--- config.mk ---
export PLATFORM = sky130hd
export DESIGN_NAME = morse_symbol_decoder_top
export DESIGN_NICKNAME = d
export VERILOG_FILES = /design/src/rtl/msd_pkg.sv /design/src/rtl/msd_step.sv /design/src/rtl/msd_counters.sv /design/src/rtl/morse_symbol_decoder_top.sv
export VERILOG_INCLUDE_DIRS = /design/src /design/src/rtl
export SDC_FILE = /design/constraint.sdc
export NUM_CORES = 1
export LEC_CHECK = 0
export BUFFER_PORTS_ARGS = -buffer_cell sky130_fd_sc_hd__buf_2
export CORE_ASPECT_RATIO = 0.75
export CORE_MARGIN = 1.5
export CORE_UTILIZATION = 50
export DETAILED_ROUTE_END_ITERATION = 10
export PLACE_DENSITY = 0.74
export SLEW_MARGIN = 15
export SYNTH_ARGS = -nofsm -noshare
export SYNTH_HDL_FRONTEND = slang
export SYNTH_SLANG_ARGS = --single-unit
--- constraint.sdc ---
create_clock -name aclk -period 8.7 [get_ports aclk]
set_clock_uncertainty 0.05 [all_clocks]
set_input_delay 1.74 -clock aclk [delete_from_list [all_inputs] [get_ports aclk]]
set_output_delay 1.74 -clock aclk [all_outputs]
set_load 0.01 [all_outputs]
--- src/rtl/morse_symbol_decoder_top_defines.svh ---
// assertion macros for the morse symbol decoder
`ifndef MORSE_SYMBOL_DECODER_TOP_DEFINES_SVH
`define MORSE_SYMBOL_DECODER_TOP_DEFINES_SVH
`ifndef NO_ASSERTIONS
`define MSD_ASSERT(label, prop) \
    label: assert property (@(posedge aclk) disable iff (!aresetn) prop) \
        else $error("morse decoder check failed");
`define MSD_ASSERT_RST(label, prop) \
    label: assert property (@(posedge aclk) prop) \
        else $error("morse decoder reset check failed");
`else
`define MSD_ASSERT(label, prop)
`define MSD_ASSERT_RST(label, prop)
`endif
`endif

--- src/rtl/msd_pkg.sv ---
// types, constants and decode tree for the morse symbol decoder
package msd_pkg;

    localparam int COUNT_WIDTH = 16;
    localparam int OUT_COUNT_WIDTH = 16;
    localparam int COUNT_EXT_WIDTH =
        (COUNT_WIDTH > OUT_COUNT_WIDTH) ? COUNT_WIDTH : OUT_COUNT_WIDTH;

    localparam logic [7:0] SYM_DOT   = 8'h2E;
    localparam logic [7:0] SYM_DASH  = 8'h2D;
    localparam logic [7:0] SYM_SPACE = 8'h20;

    localparam logic [6:0] CH_0 = 7'h30;
    localparam logic [6:0] CH_9 = 7'h39;
    localparam logic [6:0] CH_A = 7'h61;
    localparam logic [6:0] CH_Z = 7'h7A;

    localparam logic [5:0] POS_ROOT = 6'd1;

    localparam logic [1:0] ERR_NONE = 2'd0;
    localparam logic [1:0] ERR_SEQ  = 2'd1;
    localparam logic [1:0] ERR_CHAR = 2'd2;

    typedef struct packed {
        logic       cmd;
        logic [7:0] symbol;
        logic       last;
    } msd_in_t;

    typedef struct packed {
        logic        char_valid;
        logic [6:0]  decoded_char;
        logic [1:0]  error_code;
        logic        end_of_message;
        logic [15:0] letter_count;
        logic [15:0] digit_count;
        logic [15:0] dot_count;
        logic [15:0] dash_count;
    } msd_out_t;

    typedef struct packed {
        logic       char_valid;
        logic [6:0] decoded_char;
        logic [1:0] error_code;
        logic       end_of_message;
    } msd_res_t;

    typedef struct packed {
        logic clear;
        logic dot;
        logic dash;
        logic letter;
        logic digit;
    } msd_cnt_ctl_t;

    function automatic logic [6:0] node_char(input logic [5:0] idx);
        logic [6:0] ch;
        case (idx)
            6'd2:  ch = 7'("e");
            6'd3:  ch = 7'("t");
            6'd4:  ch = 7'("i");
            6'd5:  ch = 7'("a");
            6'd6:  ch = 7'("n");
            6'd7:  ch = 7'("m");
            6'd8:  ch = 7'("s");
            6'd9:  ch = 7'("u");
            6'd10: ch = 7'("r");
            6'd11: ch = 7'("w");
            6'd12: ch = 7'("d");
            6'd13: ch = 7'("k");
            6'd14: ch = 7'("g");
            6'd15: ch = 7'("o");
            6'd16: ch = 7'("h");
            6'd17: ch = 7'("v");
            6'd18: ch = 7'("f");
            6'd19: ch = 7'(" ");
            6'd20: ch = 7'("l");
            6'd22: ch = 7'("p");
            6'd23: ch = 7'("j");
            6'd24: ch = 7'("b");
            6'd25: ch = 7'("x");
            6'd26: ch = 7'("c");
            6'd27: ch = 7'("y");
            6'd28: ch = 7'("z");
            6'd29: ch = 7'("q");
            6'd30: ch = 7'(" ");
            6'd31: ch = 7'(" ");
            6'd32: ch = 7'("5");
            6'd33: ch = 7'("4");
            6'd35: ch = 7'("3");
            6'd39: ch = 7'("2");
            6'd47: ch = 7'("1");
            6'd48: ch = 7'("6");
            6'd56: ch = 7'("7");
            6'd60: ch = 7'("8");
            6'd62: ch = 7'("9");
            6'd63: ch = 7'("0");
            default: ch = 7'd0;
        endcase
        return ch;
    endfunction

    function automatic logic [COUNT_WIDTH-1:0] sat_inc(
        input logic [COUNT_WIDTH-1:0] v,
        input logic                   en
    );
        logic [COUNT_WIDTH-1:0] r;
        if (en && (v != {COUNT_WIDTH{1'b1}})) begin
            r = v + COUNT_WIDTH'(1);
        end else begin
            r = v;
        end
        return r;
    endfunction

    function automatic logic [OUT_COUNT_WIDTH-1:0] count_view(
        input logic [COUNT_WIDTH-1:0] v
    );
        logic [COUNT_EXT_WIDTH-1:0] ext;
        ext = COUNT_EXT_WIDTH'(v);
        return ext[OUT_COUNT_WIDTH-1:0];
    endfunction

endpackage

--- src/rtl/msd_step.sv ---
// tree walk and result logic for one symbol
module msd_step (
    input  msd_pkg::msd_in_t     item,
    input  logic [5:0]           pos,
    input  logic                 skip,
    output logic [5:0]           pos_next,
    output logic                 skip_next,
    output msd_pkg::msd_res_t    res,
    output msd_pkg::msd_cnt_ctl_t ctl
);
    import msd_pkg::*;

    logic       finish;
    logic [1:0] err;
    logic [5:0] cand;
    logic [5:0] walk;
    logic [6:0] ch;

    always_comb begin
        finish    = 1'b0;
        err       = ERR_NONE;
        walk      = pos;
        skip_next = skip;
        pos_next  = pos;
        ctl       = '0;
        res       = '0;
        res.end_of_message = item.last;
        cand      = {pos[4:0], (item.symbol == SYM_DASH)};
        if (item.cmd) begin
            ctl.clear = 1'b1;
            res.end_of_message = 1'b0;
        end else if (skip) begin
            if (item.last) begin
                skip_next = 1'b0;
                pos_next  = POS_ROOT;
            end
        end else if (item.symbol == SYM_DOT || item.symbol == SYM_DASH) begin
            ctl.dot  = (item.symbol == SYM_DOT);
            ctl.dash = (item.symbol == SYM_DASH);
            if (pos != 6'd0 && !pos[5] && node_char(cand) != 7'd0) begin
                walk     = cand;
                pos_next = cand;
                finish   = item.last;
            end else begin
                err = ERR_SEQ;
            end
        end else if (item.symbol == SYM_SPACE) begin
            finish = 1'b1;
        end else begin
            err = ERR_CHAR;
        end

        ch = node_char(walk);
        res.error_code = err;
        if (err != ERR_NONE) begin
            pos_next  = POS_ROOT;
            skip_next = !item.last;
        end else if (finish) begin
            if (walk != POS_ROOT && ch != 7'd0) begin
                res.char_valid   = 1'b1;
                res.decoded_char = ch;
                ctl.digit  = (ch inside {[CH_0:CH_9]});
                ctl.letter = (ch inside {[CH_A:CH_Z]});
            end
            pos_next = POS_ROOT;
        end
    end

endmodule

--- src/rtl/msd_counters.sv ---
// saturating statistics counters
module msd_counters (
    input  logic                  aclk,
    input  logic                  aresetn,
    input  logic                  en,
    input  msd_pkg::msd_cnt_ctl_t ctl,
    output logic [msd_pkg::OUT_COUNT_WIDTH-1:0] letter_count,
    output logic [msd_pkg::OUT_COUNT_WIDTH-1:0] digit_count,
    output logic [msd_pkg::OUT_COUNT_WIDTH-1:0] dot_count,
    output logic [msd_pkg::OUT_COUNT_WIDTH-1:0] dash_count
);
    import msd_pkg::*;
    `include "morse_symbol_decoder_top_defines.svh"

    logic [COUNT_WIDTH-1:0] letter_reg, letter_next;
    logic [COUNT_WIDTH-1:0] digit_reg, digit_next;
    logic [COUNT_WIDTH-1:0] dot_reg, dot_next;
    logic [COUNT_WIDTH-1:0] dash_reg, dash_next;

    always_comb begin
        letter_next = letter_reg;
        digit_next  = digit_reg;
        dot_next    = dot_reg;
        dash_next   = dash_reg;
        if (en) begin
            if (ctl.clear) begin
                letter_next = '0;
                digit_next  = '0;
                dot_next    = '0;
                dash_next   = '0;
            end else begin
                letter_next = sat_inc(letter_reg, ctl.letter);
                digit_next  = sat_inc(digit_reg, ctl.digit);
                dot_next    = sat_inc(dot_reg, ctl.dot);
                dash_next   = sat_inc(dash_reg, ctl.dash);
            end
        end
    end

    always_ff @(posedge aclk) begin
        if (!aresetn) begin
            letter_reg <= '0;
            digit_reg  <= '0;
            dot_reg    <= '0;
            dash_reg   <= '0;
        end else begin
            letter_reg <= letter_next;
            digit_reg  <= digit_next;
            dot_reg    <= dot_next;
            dash_reg   <= dash_next;
        end
    end

    assign letter_count = count_view(letter_reg);
    assign digit_count  = count_view(digit_reg);
    assign dot_count    = count_view(dot_reg);
    assign dash_count   = count_view(dash_reg);

    // clear wins and zeroes everything
    `MSD_ASSERT(a_clear_zero, (en && ctl.clear) |=> (letter_reg == '0 && digit_reg == '0 && dot_reg == '0 && dash_reg == '0))
    // counters only move on a processed item
    `MSD_ASSERT(a_hold_idle, !en |=> ($stable(letter_reg) && $stable(digit_reg) && $stable(dot_reg) && $stable(dash_reg)))
    // a decoded character is never both letter and digit
    `MSD_ASSERT(a_class_excl, !(ctl.letter && ctl.digit))

endmodule

--- src/rtl/morse_symbol_decoder_top.sv ---
// morse symbol decoder top level with input and result registers
// Decodes one ASCII Morse symbol (dot, dash, space) per transfer and returns one
// result per item. An item is taken into an input register, walked through the
// decode tree combinationally and written into the result register together with
// the tree position, skip flag and statistics counters when the result register
// is empty or being taken (m_ready); a new item can be taken every cycle while
// m_ready does not hold the result register back.
// s_ready follows m_ready combinationally through the result register stage.
module morse_symbol_decoder_top (
    input  logic              aclk,
    input  logic              aresetn,
    input  logic              s_valid,
    output logic              s_ready,
    input  msd_pkg::msd_in_t  s_data,
    output logic              m_valid,
    input  logic              m_ready,
    output msd_pkg::msd_out_t m_data
);
    import msd_pkg::*;
    `include "morse_symbol_decoder_top_defines.svh"

    logic         in_valid_reg, in_valid_next;
    msd_in_t      in_reg;
    logic         out_valid_reg, out_valid_next;
    msd_res_t     res_reg;
    logic [5:0]   pos_reg, pos_next;
    logic         skip_reg, skip_next;
    logic [5:0]   step_pos;
    logic         step_skip;
    msd_res_t     step_res;
    msd_cnt_ctl_t step_ctl;
    logic         adv;
    logic [OUT_COUNT_WIDTH-1:0] letter_count;
    logic [OUT_COUNT_WIDTH-1:0] digit_count;
    logic [OUT_COUNT_WIDTH-1:0] dot_count;
    logic [OUT_COUNT_WIDTH-1:0] dash_count;

    assign adv     = in_valid_reg && (!out_valid_reg || m_ready);
    assign s_ready = !in_valid_reg || adv;

    msd_step u_step (
        .item      (in_reg),
        .pos       (pos_reg),
        .skip      (skip_reg),
        .pos_next  (step_pos),
        .skip_next (step_skip),
        .res       (step_res),
        .ctl       (step_ctl)
    );

    msd_counters u_counters (
        .aclk         (aclk),
        .aresetn      (aresetn),
        .en           (adv),
        .ctl          (step_ctl),
        .letter_count (letter_count),
        .digit_count  (digit_count),
        .dot_count    (dot_count),
        .dash_count   (dash_count)
    );

    always_comb begin
        in_valid_next  = in_valid_reg;
        out_valid_next = out_valid_reg;
        pos_next       = pos_reg;
        skip_next      = skip_reg;
        if (s_ready) begin
            in_valid_next = s_valid;
        end
        if (adv) begin
            out_valid_next = 1'b1;
            pos_next       = step_pos;
            skip_next      = step_skip;
        end else if (m_ready) begin
            out_valid_next = 1'b0;
        end
    end

    always_ff @(posedge aclk) begin
        if (!aresetn) begin
            in_valid_reg  <= 1'b0;
            out_valid_reg <= 1'b0;
            pos_reg       <= POS_ROOT;
            skip_reg      <= 1'b0;
        end else begin
            in_valid_reg  <= in_valid_next;
            out_valid_reg <= out_valid_next;
            pos_reg       <= pos_next;
            skip_reg      <= skip_next;
        end
    end

    // payload, no reset
    always_ff @(posedge aclk) begin
        if (s_valid && s_ready) begin
            in_reg <= s_data;
        end
        if (adv) begin
            res_reg <= step_res;
        end
    end

    assign m_valid = out_valid_reg;

    always_comb begin
        m_data                = '0;
        m_data.char_valid     = res_reg.char_valid;
        m_data.decoded_char   = res_reg.decoded_char;
        m_data.error_code     = res_reg.error_code;
        m_data.end_of_message = res_reg.end_of_message;
        m_data.letter_count   = letter_count;
        m_data.digit_count    = digit_count;
        m_data.dot_count      = dot_count;
        m_data.dash_count     = dash_count;
    end

    // an error sends the walk back to the root
    `MSD_ASSERT(a_err_root, (adv && step_res.error_code != ERR_NONE) |=> (pos_reg == POS_ROOT))
    // a result never carries both a character and an error
    `MSD_ASSERT(a_char_no_err, (m_valid && m_data.char_valid) |-> (m_data.error_code == ERR_NONE))
    // the tree position never leaves the tree
    `MSD_ASSERT_RST(a_pos_nonzero, $past(aresetn) |-> (pos_reg != 6'd0))

endmodule
# Word level (Yosys, flattened, before mapping)
# Memories as Yosys holds them, arrays and structs flattened.
# Index checks and enable logic that the tools add are counted.
totals:
  output_inout_bits: 77
  ff_bits: 94
  n_memories: 2
  rom_bits: 896
  ram_bits: 0
  latchBits: 0
  in_bits: 14
  wordCells: 117
memory_table:
  columns: ["name", "words", "word_bits", "read_ports", "rd_clocked_by_memory_dff", "wr", "line_no", "text"]
  rows:
  - ["(no name shown)", 64, 7, 1, 0, 0, "msd_pkg.sv:58", "case (idx)"]
  - ["(no name shown)", 64, 7, 1, 0, 0, "msd_pkg.sv:58", null]
op_classes:
  n_lt_le_gt_ge: 4
  n_shift: 0
  n_bitwise: 2
  n_eq_ne: 11
  reduce_logical: 35
  n_div: 0
  multipliers: 0
  n_addsub: 4
  muxes: 44
ops:
  columns: ["cell", "n"]
  rows:
  - ["$mux W16", 8]
  - ["$add A16 B1 Y16 const B", 4]
  - ["$ne A16 B16 Y1 const B", 4]
  - ["$mux W6", 9]
  - ["$eq A8 B6 Y1 const B", 3]
  - ["$mux W7", 3]
  - ["$mux W2", 10]
  - ["$reduce_bool A7 Y1", 2]
  - ["$mux W1", 13]
  - ["$reduce_bool A2 Y1", 6]
  - ["$logic_and A1 B1 Y1", 11]
  - ["$reduce_and A2 Y1", 5]
  - ["$mux W8", 1]
  - ["$ge A7 B6 Y1 const B", 1]
  - ["$ge A7 B7 Y1 const B", 1]
  - ["$le A7 B6 Y1 const B", 1]
  - ["$le A7 B7 Y1 const B", 1]
  - ["$ne A6 B1 Y1 const B", 1]
  - ["$reduce_bool A6 Y1", 1]
  - ["$logic_not A1 Y1", 4]
  - ["$ne A4 B2 Y1 const B", 1]
  - ["$logic_or A1 B1 Y1", 3]
  - ["$ne A3 B1 Y1 const B", 1]
  - ["$reduce_and A3 Y1", 1]
  - ["other kinds (4)", 5]

# Longest topological paths before layout
# Gate-level depths: netlist of the first run.
# An unclocked memory read counts as a cell.
logic_depth:
  ltp_word: 20
  mapped_depth: 26
  mapped_depth_nobuf: 23

# Hierarchy
# Synthesis of the first run repeated with hierarchy kept, for this count alone.
unflattened:
  cells_unflattened: 820
  hier_area_um2: 6663.9
by_module_without_submodules:
  columns: ["module", "n_inst", "area_per_inst_um2", "cells_each"]
  rows:
  - ["msd_counters", 1, 3538.4, 448]
  - ["msd_step", 1, 2118.3, 312]
  - ["morse_symbol_decoder_top", 1, 1007.2, 60]

# Least setup slack after synthesis of the first run
# OpenSTA, ideal clock, no wires.
synth_path:
  path_type: "register -> register"
  from: "register in_reg[5] in the netlist's numbering"
  to: "register u_counters.letter_reg[0] (netlist: u_counters.letter_count[0])"
  arrival_time_ns: 5.396
  setup_slack_ns: 3.130
  setup_ns: 0.124
  path_stages_with_launch: 24
  synth_period_minus_slack_ns: 5.570
  path_cell_list: "edfxtp_1 -> or4b_4 -> or2_1 -> buf_2 -> ha_1 -> mux2_2 -> nor4_1 -> o31ai_1 -> a221o_2 -> nand2_1 -> buf_2 -> nor2_1 -> a21o_1 -> ha_1 -> nand2_1 -> a21oi_1 -> a311o_1 -> a31oi_1 -> o21ai_0 -> or3_1 -> o22ai_1 -> clkbuf_1 -> nor2_1 -> mux2i_1"
synth_between:
  elab_chain_cells: 20
  elab_cells_between_ends: 38
  classes_between: "order compare (2); eq/ne (4); mux (20); reduce/logical (10); memory (2)"
synth_rtl:
  columns: ["element", "line_no", "text"]
  rows:
  - ["from (decl)", "morse_symbol_decoder_top.sv:23", "msd_in_t in_reg;"]
  - ["from (signal assigned)", "morse_symbol_decoder_top.sv:96", "in_reg <= s_data;"]
  - ["$eq A8 B6 Y1", "msd_step.sv:28, msd_step.sv:37", null]
  - ["$mem_v2 Z64 W7", null, null]
  - ["$mux W7", "msd_step.sv:37", "end else if (item.symbol == SYM_DOT || item.symbol == SYM_DASH) begin"]
  - ["$mux W7", "msd_step.sv:32", "end else if (skip) begin"]
  - ["$mux W7", "msd_step.sv:29", "if (item.cmd) begin"]
  - ["$reduce_bool A7 Y1", "msd_step.sv:40", "if (pos != 6'd0 && !pos[5] && node_char(cand) != 7'd0) begin"]
  - ["$logic_and A1 B1 Y1", "msd_step.sv:40", null]
  - ["$mux W6", "msd_step.sv:40", null]
  - ["(+4 left out)", null, null]
  - ["$ge A7 B7 Y1, or another cell as far along", "msd_step.sv:63", "ctl.letter = (ch inside {[CH_A:CH_Z]});"]
  - ["$logic_and A1 B1 Y1 (on tied branches)", "msd_step.sv:63, msd_step.sv:59", null]
  - ["$mux W2", "msd_step.sv:59", "if (walk != POS_ROOT && ch != 7'd0) begin"]
  - ["$mux W2", "msd_step.sv:58", "end else if (finish) begin"]
  - ["$mux W2 *", "msd_step.sv:55", "if (err != ERR_NONE) begin"]
  - ["$logic_and A1 B1 Y1 *", "msd_pkg.sv:108", "if (en && (v != {COUNT_WIDTH{1'b1}})) begin"]
  - ["$reduce_bool A2 Y1 (no line) *", null, null]
  - ["$reduce_and A2 Y1 (no line) *", null, null]
  - ["to (signal assigned)", "msd_counters.sv:47", "letter_reg <= letter_next;"]
  - ["to (decl)", "msd_counters.sv:15", "logic [COUNT_WIDTH-1:0] letter_reg, letter_next;"]
# Every way passes the cells marked *; elsewhere a longest branch is shown, timed or not. The select of a mux whose other input is x is not followed.
# A chain may end at the register's enable or synchronous reset.

# Final worst setup path of the first run
layout_path:
  from: "register in_reg[5] in the netlist's numbering"
  to: "register u_counters.digit_reg[5] (netlist: u_counters.digit_count[5])"
layout_between:
  elab_chain_cells: 20
  elab_cells_between_ends: 38
  classes_between: "order compare (2); eq/ne (4); mux (20); reduce/logical (10); memory (2)"
layout_rtl:
  columns: ["element", "line_no", "text"]
  rows:
  - ["$eq A8 B6 Y1", "msd_step.sv:28, msd_step.sv:37", null]
  - ["$mem_v2 Z64 W7", null, null]
  - ["$mux W7", "msd_step.sv:37", null]
  - ["$mux W7", "msd_step.sv:32", null]
  - ["$mux W7", "msd_step.sv:29", null]
  - ["$reduce_bool A7 Y1", "msd_step.sv:40", null]
  - ["$logic_and A1 B1 Y1", "msd_step.sv:40", null]
  - ["$mux W6", "msd_step.sv:40", null]
  - ["(+4 left out)", null, null]
  - ["$ge A7 B6 Y1, or another cell as far along", "msd_step.sv:62", "ctl.digit = (ch inside {[CH_0:CH_9]});"]
  - ["$logic_and A1 B1 Y1 (on tied branches)", "msd_step.sv:62, msd_step.sv:59", null]
  - ["$mux W2", "msd_step.sv:59", null]
  - ["$mux W2", "msd_step.sv:58", null]
  - ["$mux W2 *", "msd_step.sv:55", null]
  - ["$logic_and A1 B1 Y1 *", "msd_pkg.sv:108", null]
  - ["$reduce_bool A2 Y1 (no line) *", null, null]
  - ["$reduce_and A2 Y1 (no line) *", null, null]
  - ["to (signal assigned)", "msd_counters.sv:48", "digit_reg <= digit_next;"]
  - ["to (decl)", "msd_counters.sv:16", "logic [COUNT_WIDTH-1:0] digit_reg, digit_next;"]
# Marked as above.

==> flow_summary.ini, run 1 <==
[status]
status = finished clean

[place]
gp_congestion = 0.933
io_buffers = 90
hpwl_um = 12300
place_area_sq_um = 6350

[detailed_routing]
drc = 0
avgViaCountPerCell = 6.26
drt-initial-drc-count = 581
final_antenna_net_count = 0
routed_wl_um = 17100
wl_per_cell_um = 18.2
first_pass_iters = 5
vias = 5856

[grt]
overflow = 0
grt_max_degree = 39
grt_use_total = 0.279
grt_antenna_before_repair = 0
grt_pass1_vias = 5257
grt_pass1_wl_um = 26900

[clocking]
root_buffer = clkbuf_16
cts_buffers = 9
cts_tree = built
clk_pin_slew_worst_paths_ns = 0.07
post_cts_buffers = 0
cts_sinks = 94
cts_hold_buf = 0
clock_latency_ns = 0.35
clock_path_buffers = 2
cts_resized = 0
cts-htree-levels = 3

[synthesis]
synth_seq_cells = 94
netlist_area_sq_um = 5810
yosysSeqAreaShare = 0.360
synthFlopType = dfxtp_1
yosysWarnings = 0
synth-async-reset-ratio = 0
synth_top_area_cell = dfxtp_1
synth-edff-count = 21
syn_area_per_cell_sq_um = 8.08
synth_commonest_cells = 79 x nand2_1, 73 x dfxtp_1, 67 x nor2_1
syn-num-nets = 752
ys_types = 71
synth_top_cell_area_share = 0.251
yosysMostFrequentCell = nand2_1
netlist_instances = 719
yosys-top-cells-area = dfxtp_1 25%, edfxtp_1 11%, nand2_1 5.1%, a21oi_1 4.4%, nor2_1 4.3%

[job]
cap_violations = 0

[timing]
maxClockFrequency_mhz = 151
fin_crit_ns = 6.63
slew_headroom = 0.261
hold_viol = 0
tightest_slew_ns = 1.08
grt_setup_unrepaired = false
final-setup-viol-count = 0
final_max_slew_viol_count = 0
timing.final.crit_share = 0.763
whs_ns = 0.444
setup_tns_ns = 0

[finish]
finish.instance_area_sq_um = 6640
syn2layout_area_growth_pct = 14.2
drive_gt1_frac = 0.170
nets = 823
multi_input_area_sq_um = 3490
ff_latch_area_sq_um = 2090
diodes = 0
nFillCells = 989

[floorplan]
core_area_sq_um = 11100
dieWidth_um = 128
fp-row-count = 33
die_area_sq_um = 12300
initial_utilization = 0.523
io-pin-count = 91
die_h_um = 96.4

[setup_path]
end_kind = flop
start_kind = flop
required_ns = 8.94
path_max_fanout = 15
crit_arrival_ns = 6.88
path_class = reg2reg

[power]
pwr-share-comb = 0.036
clkPwrFrac = 0.443
power_density_nw_per_um2 = 131
p_int_uw = 660
pwr-share-seq = 0.522
p_sw_uw = 212
p_leak_uw = 0.00265
power_uw = 872
switching_share = 0.243
irDropWorstVdd_mv = 0.0946

[hold_path]
hold_path_class = reg2reg
[path summary, 6_finish.rpt]
kind	from	slack (ns)	endpoint	cells after the start
setup / recovery	in_reg[5]	2.07	u_counters.digit_count[5]	22
hold / removal	u_counters.digit_count[4]	0.44	u_counters.digit_count[4]	2
setup reg to reg	in_reg[5]	2.07	u_counters.digit_count[5]	22
hold reg to reg	u_counters.digit_count[4]	0.44	u_counters.digit_count[4]	2
[worst max-delay path: stages, from the launching register on]
cell	delay (ns)
edfxtp_1	0.38
or4b_4	0.59
or2_1	0.37
inv_1	0.19
ha_1	0.21
mux2_2	0.16
nor4_1	0.05
o31ai_1	0.53
a221o_2	0.47
nand2_1	0.43
nor2_1	0.28
a21o_1	0.23
inv_1	0.14
ha_1	0.31
nand2_1	0.10
a211oi_1	0.07
a311o_1	0.32
a31oi_1	0.26
o21ai_0	0.23
a2bb2oi_1	0.23
o21a_1	0.37
or4_1	0.51
nand2_1	0.08
[cell families after synthesis]
kind of cell / share of synthesized area
buffers and inverters: 0.0405
AO/OA/AOI/OAI: 0.204
flip-flops: 0.360
AND/OR/NAND/NOR: 0.286
XOR/XNOR: 0.0377
multiplexers: 0.0316
adder cells (fa/ha/maj): 0.0409
[stage by stage]
step	setup WS (ns)	cells	utilization
after floorplan	3.13	719	-
after global placement	2.31	919	0.572
after detailed placement	2.20	919	0.572
after CTS	2.19	935	0.598
after global routing	1.66	935	0.598
final	2.07	935	0.598
[cell type report]
class | instances | share of cell area
repair buffers | 100 | 0.0792
multi-input cells | 567 | 0.526
flip-flops and latches | 94 | 0.315
well taps | 140 | 0.0264
clock buffers | 9 | 0.0339
clock inverters | 7 | 0.00905
inverters | 18 | 0.0102
[layout by cell type, fill, tap and decap left out, types with 5 or more instances in the layout]
master	count
buf_2	90
nand2_1	79
dfxtp_1	73
nor2_1	67
a21oi_1	51
o21ai_0	41
nand3_1	36
and3_1	26
xor2_1	23
or3_1	22
edfxtp_1	21
nand4_1	19
ha_1	19
inv_1	17
mux2i_1	15
nor3_1	14
o211ai_1	14
and2_1	11
nor2b_1	10
buf_4	10
clkbuf_16	9
nor4_1	8
o21a_1	8
or4_1	7
nand2b_1	6
a211oi_1	6
o31ai_1	5
a21o_1	5
[routing by layer]
layer	track usage	wire [um]
met1	0.385	7840
met2	0.420	7290
met3	0.0760	1590
met4	0.101	346
met5	0	0
[power groups by stage]
stage	registers, uW	clock network (uW)	logic [uW]
after global placement	464	0	30.1
after global routing	456	409	34.0
final	455	386	31.3
after detailed placement	465	0	30.8
after CTS	455	392	30.9
after floorplan	465	0	18.6
Power figures use the tool's default switching activity.
==> run 2: changes to the inputs <==
==> constraint.sdc (replaced) <==
create_clock -name aclk -period 6.8 [get_ports aclk]
set_clock_uncertainty 0.05 [all_clocks]
set_input_delay 1.36 -clock aclk [delete_from_list [all_inputs] [get_ports aclk]]
set_output_delay 1.36 -clock aclk [all_outputs]
set_load 0.01 [all_outputs]
==> flow_summary.ini, run 2 (synthesized netlist as in run 1, its figures left out) <==
[status]
status = finished clean

[finish]
diodes = 0
finish.instance_area_sq_um = 6670
drive_gt1_frac = 0.174
final_cell_count_no_fill = 939
syn2layout_area_growth_pct = 14.7
nets = 827
final_cell_mix = 90 x buf_2, 79 x nand2_1, 73 x dfxtp_1, 67 x nor2_1, 51 x a21oi_1
layout_commonest_cell = buf_2

[setup_path]
startpoint = in_reg[5]
r2r-start = in_reg[5]
crit_arrival_ns = 6.57
reg2reg_slack_ns = 0.44
crit_end = u_counters.letter_count[5]
start_kind = flop
worstRegToRegCells = 24
r2r_end = u_counters.letter_count[5]
required_ns = 7.01
path_class = reg2reg
end_kind = flop
path_max_fanout = 28

[detailed_routing]
first_pass_iters = 5
final_antenna_net_count = 0
vias = 5876
routed_wl_um = 17200
drc = 0
avgViaCountPerCell = 6.26
drt-initial-drc-count = 549
wl_per_cell_um = 18.4

[floorplan]
die_area_sq_um = 12300
dieWidth_um = 128
core_area_sq_um = 11100
io-pin-count = 91
die_h_um = 96.4
fp-row-count = 33
initial_utilization = 0.523

[power]
switching_share = 0.246
irDropWorstVdd_mv = 0.138
p_leak_uw = 0.00267
clkPwrFrac = 0.445
p_int_uw = 846
pwr-share-comb = 0.036
power_density_nw_per_um2 = 168
p_sw_uw = 276
pwr-share-seq = 0.519

[timing]
grt_setup_unrepaired = false
maxClockFrequency_mhz = 157
hold_viol = 0
timing.final.crit_share = 0.936
tightest_slew_ns = 1.15
final-setup-viol-count = 0
setup_tns_ns = 0
fin_crit_ns = 6.36
final_max_slew_viol_count = 0
slew_headroom = 0.223

[grt]
grt_max_degree = 29
grt_use_total = 0.280
overflow = 0
grt_pass1_wl_um = 27000
grt_antenna_before_repair = 0
grt_pass1_vias = 5266

[clocking]
clock_latency_ns = 0.35
clk_pin_slew_worst_paths_ns = 0.07
cts_sinks = 94
cts_resized = 0
clock_path_buffers = 2
cts_tree = built
cts_hold_buf = 0
cts_buffers = 9
post_cts_buffers = 0
root_buffer = clkbuf_16
cts-htree-levels = 3

[job]
cap_violations = 0

[place]
io_buffers = 90
hpwl_um = 12500
dp.cells = 923
place_area_sq_um = 6380
gp_congestion = 0.949

[hold_path]
hold_path_class = reg2reg
min_delay_path_depth = 2
hp-start = u_counters.digit_count[4]
-- run 2: changes by cell type in the layout (fill, tap and decap cells not counted) --
cell / change
buf_4: +4
clkinv_4: -1
inv_6: +1
-- run 2: metal layers --
layer,up-vias,track usage,wire (um)
li1,2796,-,-
met1,2765,0.399,8150
met5,-,0,0
met3,31,0.0551,1400
met2,284,0.427,7370
met4,0,0.0956,314
-- run 2: layout make-up --
type                    count  area, sq um
well taps                 140          175
multi-input cells         567         3490
clock inverters             7         60.1
inverters                  18         67.6
repair buffers            104          556
flip-flops and latches     94         2090
clock buffers               9          225
fillers                   980         4440
-- run 2: how the worst min path moves through the flow --
stage	endpoint	slack, ns
floorplan	skip_reg	0.42
finish	u_counters.digit_count[4]	0.44
CTS	u_counters.digit_count[4]	0.44
global placement	u_counters.digit_count[6]	0.42
global route	u_counters.digit_count[4]	0.47
detailed placement	u_counters.digit_count[4]	0.43
-- run 2: per-stage QoR --
step                      worst slack [ns]  hold WS [ns]  total power, uW   util
after floorplan                       1.23         0.415              619      -
after global placement               0.787         0.416              633  0.575
after detailed placement             0.720         0.433              635  0.575
after CTS                            0.617         0.442             1130  0.600
after global routing                0.0908         0.468             1150  0.600
final                                0.438         0.440             1120  0.600
-- run 2: power by group through the flow --
| stage | registers [uW] | logic, uW | clock network [uW] |
|---|---|---|---|
| global route | 583 | 43.7 | 525 |
| detailed placement | 595 | 39.7 | 0 |
| finish | 582 | 39.9 | 499 |
| floorplan | 595 | 23.7 | 0 |
| global placement | 594 | 38.6 | 0 |
| CTS | 582 | 39.8 | 506 |
-- run 2: critical path, cell delays in order, from the launching register on --
cell and delay, ns:
edfxtp_1 0.39, or4b_4 0.59, or2_1 0.37, inv_1 0.18
ha_1 0.22, mux2_2 0.17, nor4_1 0.05, o31ai_1 0.51
a221o_2 0.48, nand2_1 0.29, nor2_1 0.17, a21o_1 0.23
inv_1 0.14, ha_1 0.33, a21oi_1 0.17, o21ai_0 0.10
nor3_1 0.17, a311oi_1 0.09, o21ai_1 0.21, o21ai_0 0.21
or3_1 0.41, o22ai_1 0.14, buf_4 0.28, o21ai_0 0.14
a21oi_1 0.14
